### src/rtl/gbfw_pkg.sv
// Shared types and codes for the graph breadth first walk block.
package gbfw_pkg;

    localparam int MAX_NODES_DEF = 64;
    localparam int MAX_EDGES_DEF = 256;

    localparam logic [1:0] K_ADD   = 2'd0;
    localparam logic [1:0] K_WALK  = 2'd1;
    localparam logic [1:0] K_CLEAR = 2'd2;

    localparam logic [1:0] ST_VISITED = 2'd0;
    localparam logic [1:0] ST_ADDED   = 2'd1;
    localparam logic [1:0] ST_DROPPED = 2'd2;
    localparam logic [1:0] ST_CLEARED = 2'd3;

    typedef struct packed {
        logic [1:0] kind;
        logic [5:0] from_node;
        logic [5:0] to_node;
        logic       one_way;
        logic [5:0] start_node;
        logic       keep_visited;
    } t_in;

    typedef struct packed {
        logic [1:0] status;
        logic [5:0] visited_node;
        logic       last;
    } t_out;

endpackage

### src/rtl/gbfw_edge_store.sv
// Edge store: target and link memories of the shared neighbor lists.
module gbfw_edge_store import gbfw_pkg::*; #(
    parameter int MAX_NODES = MAX_NODES_DEF,
    parameter int MAX_EDGES = MAX_EDGES_DEF
) (
    input  logic                         i_clk,
    input  logic                         i_tgt_we,
    input  logic [$clog2(MAX_EDGES)-1:0] i_tgt_addr,
    input  logic [$clog2(MAX_NODES)-1:0] i_tgt_data,
    input  logic                         i_link_we,
    input  logic [$clog2(MAX_EDGES)-1:0] i_link_addr,
    input  logic [$clog2(MAX_EDGES)-1:0] i_link_data,
    input  logic [$clog2(MAX_EDGES)-1:0] i_rd_addr,
    output logic [$clog2(MAX_NODES)-1:0] o_target,
    output logic [$clog2(MAX_EDGES)-1:0] o_link
);

    localparam int NW = $clog2(MAX_NODES);
    localparam int IW = $clog2(MAX_EDGES);

    logic [NW-1:0] target_mem [MAX_EDGES];
    logic [IW-1:0] link_mem   [MAX_EDGES];

    always_ff @(posedge i_clk) begin
        if (i_tgt_we) begin
            target_mem[i_tgt_addr] <= i_tgt_data;
        end
        o_target <= target_mem[i_rd_addr];
    end

    always_ff @(posedge i_clk) begin
        if (i_link_we) begin
            link_mem[i_link_addr] <= i_link_data;
        end
        o_link <= link_mem[i_rd_addr];
    end

endmodule

### config.mk
export PLATFORM = sky130hd
export DESIGN_NAME = gbfw_edge_store
export DESIGN_NICKNAME = d
export VERILOG_FILES = /design/src/rtl/gbfw_pkg.sv /design/src/rtl/gbfw_edge_store.sv
export SDC_FILE = /design/constraint.sdc
export NUM_CORES = 2
export LEC_CHECK = 0
export BUFFER_PORTS_ARGS = -buffer_cell sky130_fd_sc_hd__clkbuf_2
export CAP_MARGIN = 20
export CORE_MARGIN = 2
export CORE_UTILIZATION = 50
export CTS_CLUSTER_DIAMETER = 50
export DETAILED_ROUTE_END_ITERATION = 8
export HOLD_SLACK_MARGIN = 0.03
export PLACE_DENSITY = 0.65
export SYNTH_ARGS = -nofsm -noshare
export SYNTH_HDL_FRONTEND = slang
export SYNTH_SLANG_ARGS = --single-unit
### constraint.sdc
create_clock -name i_clk -period 6.2 [get_ports i_clk]
set_input_delay 0.62 -clock i_clk [delete_from_list [all_inputs] [get_ports i_clk]]
set_output_delay 0.62 -clock i_clk [all_outputs]
set_load 0.02 [all_outputs]
# Yosys cells after proc, flatten, opt, wreduce, memory -nomap -nowiden
# Memory sizes are Yosys's and may differ from the RTL's. A register that Yosys moved wholly into a read port is not among the register bits.
# Cells that the tools add are included.
classes:
  mux: 4
op_table:
  columns: ["operator", "n"]
  rows:
  - ["two-way mux 1 bit", 4]
totals:
  regBits: 0
  word_cells: 6
  in_bits: 41
  output_inout_bits: 14
  memories: 2
  ram_bits: 3584
memory_table:
  columns: ["memory", "words", "word_bits", "rd", "rd_clocked_by_memory_dff", "wr", "line", "rtl"]
  rows:
  - ["link_mem", 256, 8, 1, 1, 1, "gbfw_edge_store.sv:22", "logic [IW-1:0] link_mem [MAX_EDGES];"]
  - ["target_mem", 256, 6, 1, 1, 1, "gbfw_edge_store.sv:21", "logic [NW-1:0] target_mem [MAX_EDGES];"]

# Depth between registers and ports, before layout
logic_depth:
  depth_word: 2
  ltp_mapped: 11
  mapped_depth_nobuf: 6

# Least setup slack after synthesis
# OpenSTA, ideal clock, no wires.
synth_path:
  path_type: "input to register"
  from: "input i_tgt_addr[5]"
  to: "memory target_mem[88][0] (netlist bit), enable pin"
  setup_ns: 0.377
  stages: 5
  t_required_ns: 5.823
  path_buffers: 1
  t_arrival_ns: 2.205
  setup_slack_ns: 3.618
  path_cell_list: "clkbuf_1 nor2b_1 nand3_1 or3b_1 nor3_1"
synth_lines:
  columns: ["item", "line", "rtl"]
  rows:
  - ["start: declaration", "gbfw_edge_store.sv:8", "input logic [$clog2(MAX_EDGES)-1:0] i_tgt_addr,"]
  - ["end: declaration", "gbfw_edge_store.sv:21", null]
# No word-level cell before the write port.

==> impl_metrics.yaml <==
setup_path:
  critPathKind: "in -> reg"
  cp-endpoint: "o_link[2]"
  cp_max_fo: 68
  regToRegEndpoint: "o_link[4]"
  cp-end-kind: "flop"
  worstPathRequired_ns: 7.03
  critPathArrivalTime_ns: 4.78
  ff2ff_path_depth: 6
  cp-start-kind: "primary input"
  r2r_slack_ns: 3.16
  critPathLaunch: "i_rd_addr[2]"
  worstReg2RegStart: "link_mem[112][4]"
timing:
  whs_ns: 0.310
  clock_skew_ns: 0.0603
  fin_crit_ns: 3.94
  tightest_slew_ns: 1.28
  max_freq_ghz: 0.254
  rsz0062_at_grt: "no"
  post-route-period-util_pct: 63.6
  setup_viol: 0
  slew_violations: 0
  hold_violations: 0
  setup_tns_ns: 0
  slew_headroom_pct: 14.2
global_route:
  grt_max_degree: 183
  grt_use_total_pct: 25.2
  grt_pass1_vias: 69061
  globalRoute.totalOverflow: 0
  grt_pass1_wl_mm: 508
  antenna_found_initial: 28
pwr:
  power_density_mw_per_mm2: 335
  leakage_nw: 48.3
  vdd_drop_max_mv: 0.280
placed_design:
  gp_congestion: 0.837
  dp_hpwl_mm: 215
  portBuffers: 54
clock_tree:
  cts_tree: "yes"
  clockBufferDepth: 4
  ctsHoldBuffers: 0
  cts.sinks: 3598
  cts-root-buf: "clkbuf_16"
  cts_buffers: 393
  cts_setup_buffers: 0
  htreeDepth: 5
  cts_resized: 0
  clkTransAtPathRegs_ns: 0.06
  clk_latency_ns: 0.93
die:
  initial_utilization_pct: 50.3
  core_mm2: 0.276
  pin_count: 55
  die_h_um: 531
  die_area_mm2: 0.282
  die_w_um: 531
  rows: 193
logic_synthesis:
  syn_area_per_cell_um2: 20.8
  synth.cell_area_mm2: 0.139
  synth_ff_type: "edfxtp_1"
  synth_edf_count: 3584
  synth.distinct_cells: 51
  async_reset_ff_share_pct: 0
  synthCells: 6674
  ys_seq_elements: 3598
  ys_seq_area_share_pct: 77.6
  synth_nets: 6715
  yosysWarnings: 0
detailed_routing:
  vias: 69597
  via_per_inst: 6.39
  drt-total-wl_mm: 357
  drt_first_pass_iters: 6
  wl_per_cell_um: 32.7
  ant_nets: 0
  drcViolationCount: 0
  drt_iter0_markers: 8475
layout:
  seq_area_mm2: 0.108
  drive_above_1_share_pct: 22.1
  final_net_count: 6899
  nFillCells: 20236
  area_growth_pct: 12.4
  multi_input_area_mm2: 0.0290
min_path:
  hp-class: "in -> reg"
status:
  status: "finished clean"
run:
  max_cap_viol_count: 0
==> worst max-delay path: stages <==
cell      delay (ns)
buf_4           0.47
buf_12          0.48
nand2b_2        0.53
buf_4           0.46
o221ai_1        0.34
o22ai_1         0.12
a211oi_1        0.93
nor4_2          0.12
buf_4           0.24
nor4_1          0.26
==> placed cells by master (no fill, tap or decap), types with 52 or more instances in the layout <==
cell       instances
clkbuf_16        402
clkinv_2          52
o221ai_1          58
nand2_1           65
mux4_2           744
clkinv_1          71
clkbuf_1          74
mux2i_1          318
a22oi_1          300
edfxtp_1        3584
o22ai_1           64
a21oi_1          155
nor2_1           546
buf_4            129
==> kinds of logic after synthesis <==
kind of cell           synth area share (%)
muxes                                  14.3
DFF                                    77.6
and+or+nand+nor                        2.78
AOI/OAI and AO/OA                      3.61
buffers and inverters                  1.63
==> layout make-up <==
class,count,share of cell area [%]
sequential,3598,69.1
multi-input combinational,2655,18.6
clock buffer,477,6.63
tap,3705,2.97
clock inverter,241,1.53
timing repair buffer,208,1.20
antenna,8,0.0128
inverter,2,0.00481
==> metal layers <==
| layer | up-vias | wire (um) | GRT usage, % |
|---|---|---|---|
| met5 | - | 135 | 0 |
| met4 | 24 | 14600 | 9.30 |
| met2 | 3557 | 169000 | 39.3 |
| li1 | 28378 | - | - |
| met1 | 36992 | 140000 | 35.5 |
| met3 | 646 | 32100 | 4.93 |
==> Yosys cell counts, drive strengths merged (22+ instances only) <==
library cell,number,area [um^2]
buf,215,1500
a221oi,22,199
o221ai,58,508
edfxtp,3584,108000
o22ai,64,400
nor2,550,2060
nor3,49,245
a21oi,157,786
a211oi,27,203
a22oi,300,2250
nor2b,26,163
mux4,744,16800
nor4,58,382
nand3,53,265
mux2i,318,3180
clkbuf,204,766
nand2,74,278
==> how the worst min path moves through the flow <==
stage                       start                 end  slack (ns)  cells past startpoint
2_1_floorplan      i_link_data[0]      link_mem[0][0]        0.72                      0
3_3_place_gp   target_mem[191][2]         o_target[2]        0.96                      6
3_5_place_dp       link_mem[8][1]           o_link[1]        1.03                      6
4_1_cts             i_tgt_data[4]  target_mem[140][4]        0.30                      1
5_1_grt             i_tgt_data[4]  target_mem[140][4]        0.32                      1
6_report            i_tgt_data[4]  target_mem[140][4]        0.31                      1
==> state kept, by name, indices dropped and copies added (netlist names) <==
name and cells:
o_link 8, o_target 6, target_mem 1536, link_mem 2048
==> through the flow <==
step	power (W)	cell area, um^2	util, %	instances	setup slack [ns]
CTS	0.0525	156000	56.5	10882	2.41
global placement	0.0298	143000	51.8	10156	1.07
finish	0.0523	156000	56.5	10894	2.26
detailed placement	0.0298	143000	51.9	10164	1.42
floorplan	0.0286	139000	-	6674	3.62
global route	0.0536	156000	56.5	10890	2.26
==> where the power goes <==
group / total, W / switching, W / leakage (nW) / internal, W
Combinational: 0.00243 / 0.00166 / 9.80 / 0.000773
Clock: 0.0230 / 0.00957 / 6.15 / 0.0134
Sequential: 0.0269 / 0.0000662 / 32.3 / 0.0268
Note: power is estimated with default switching activity, not from simulation.
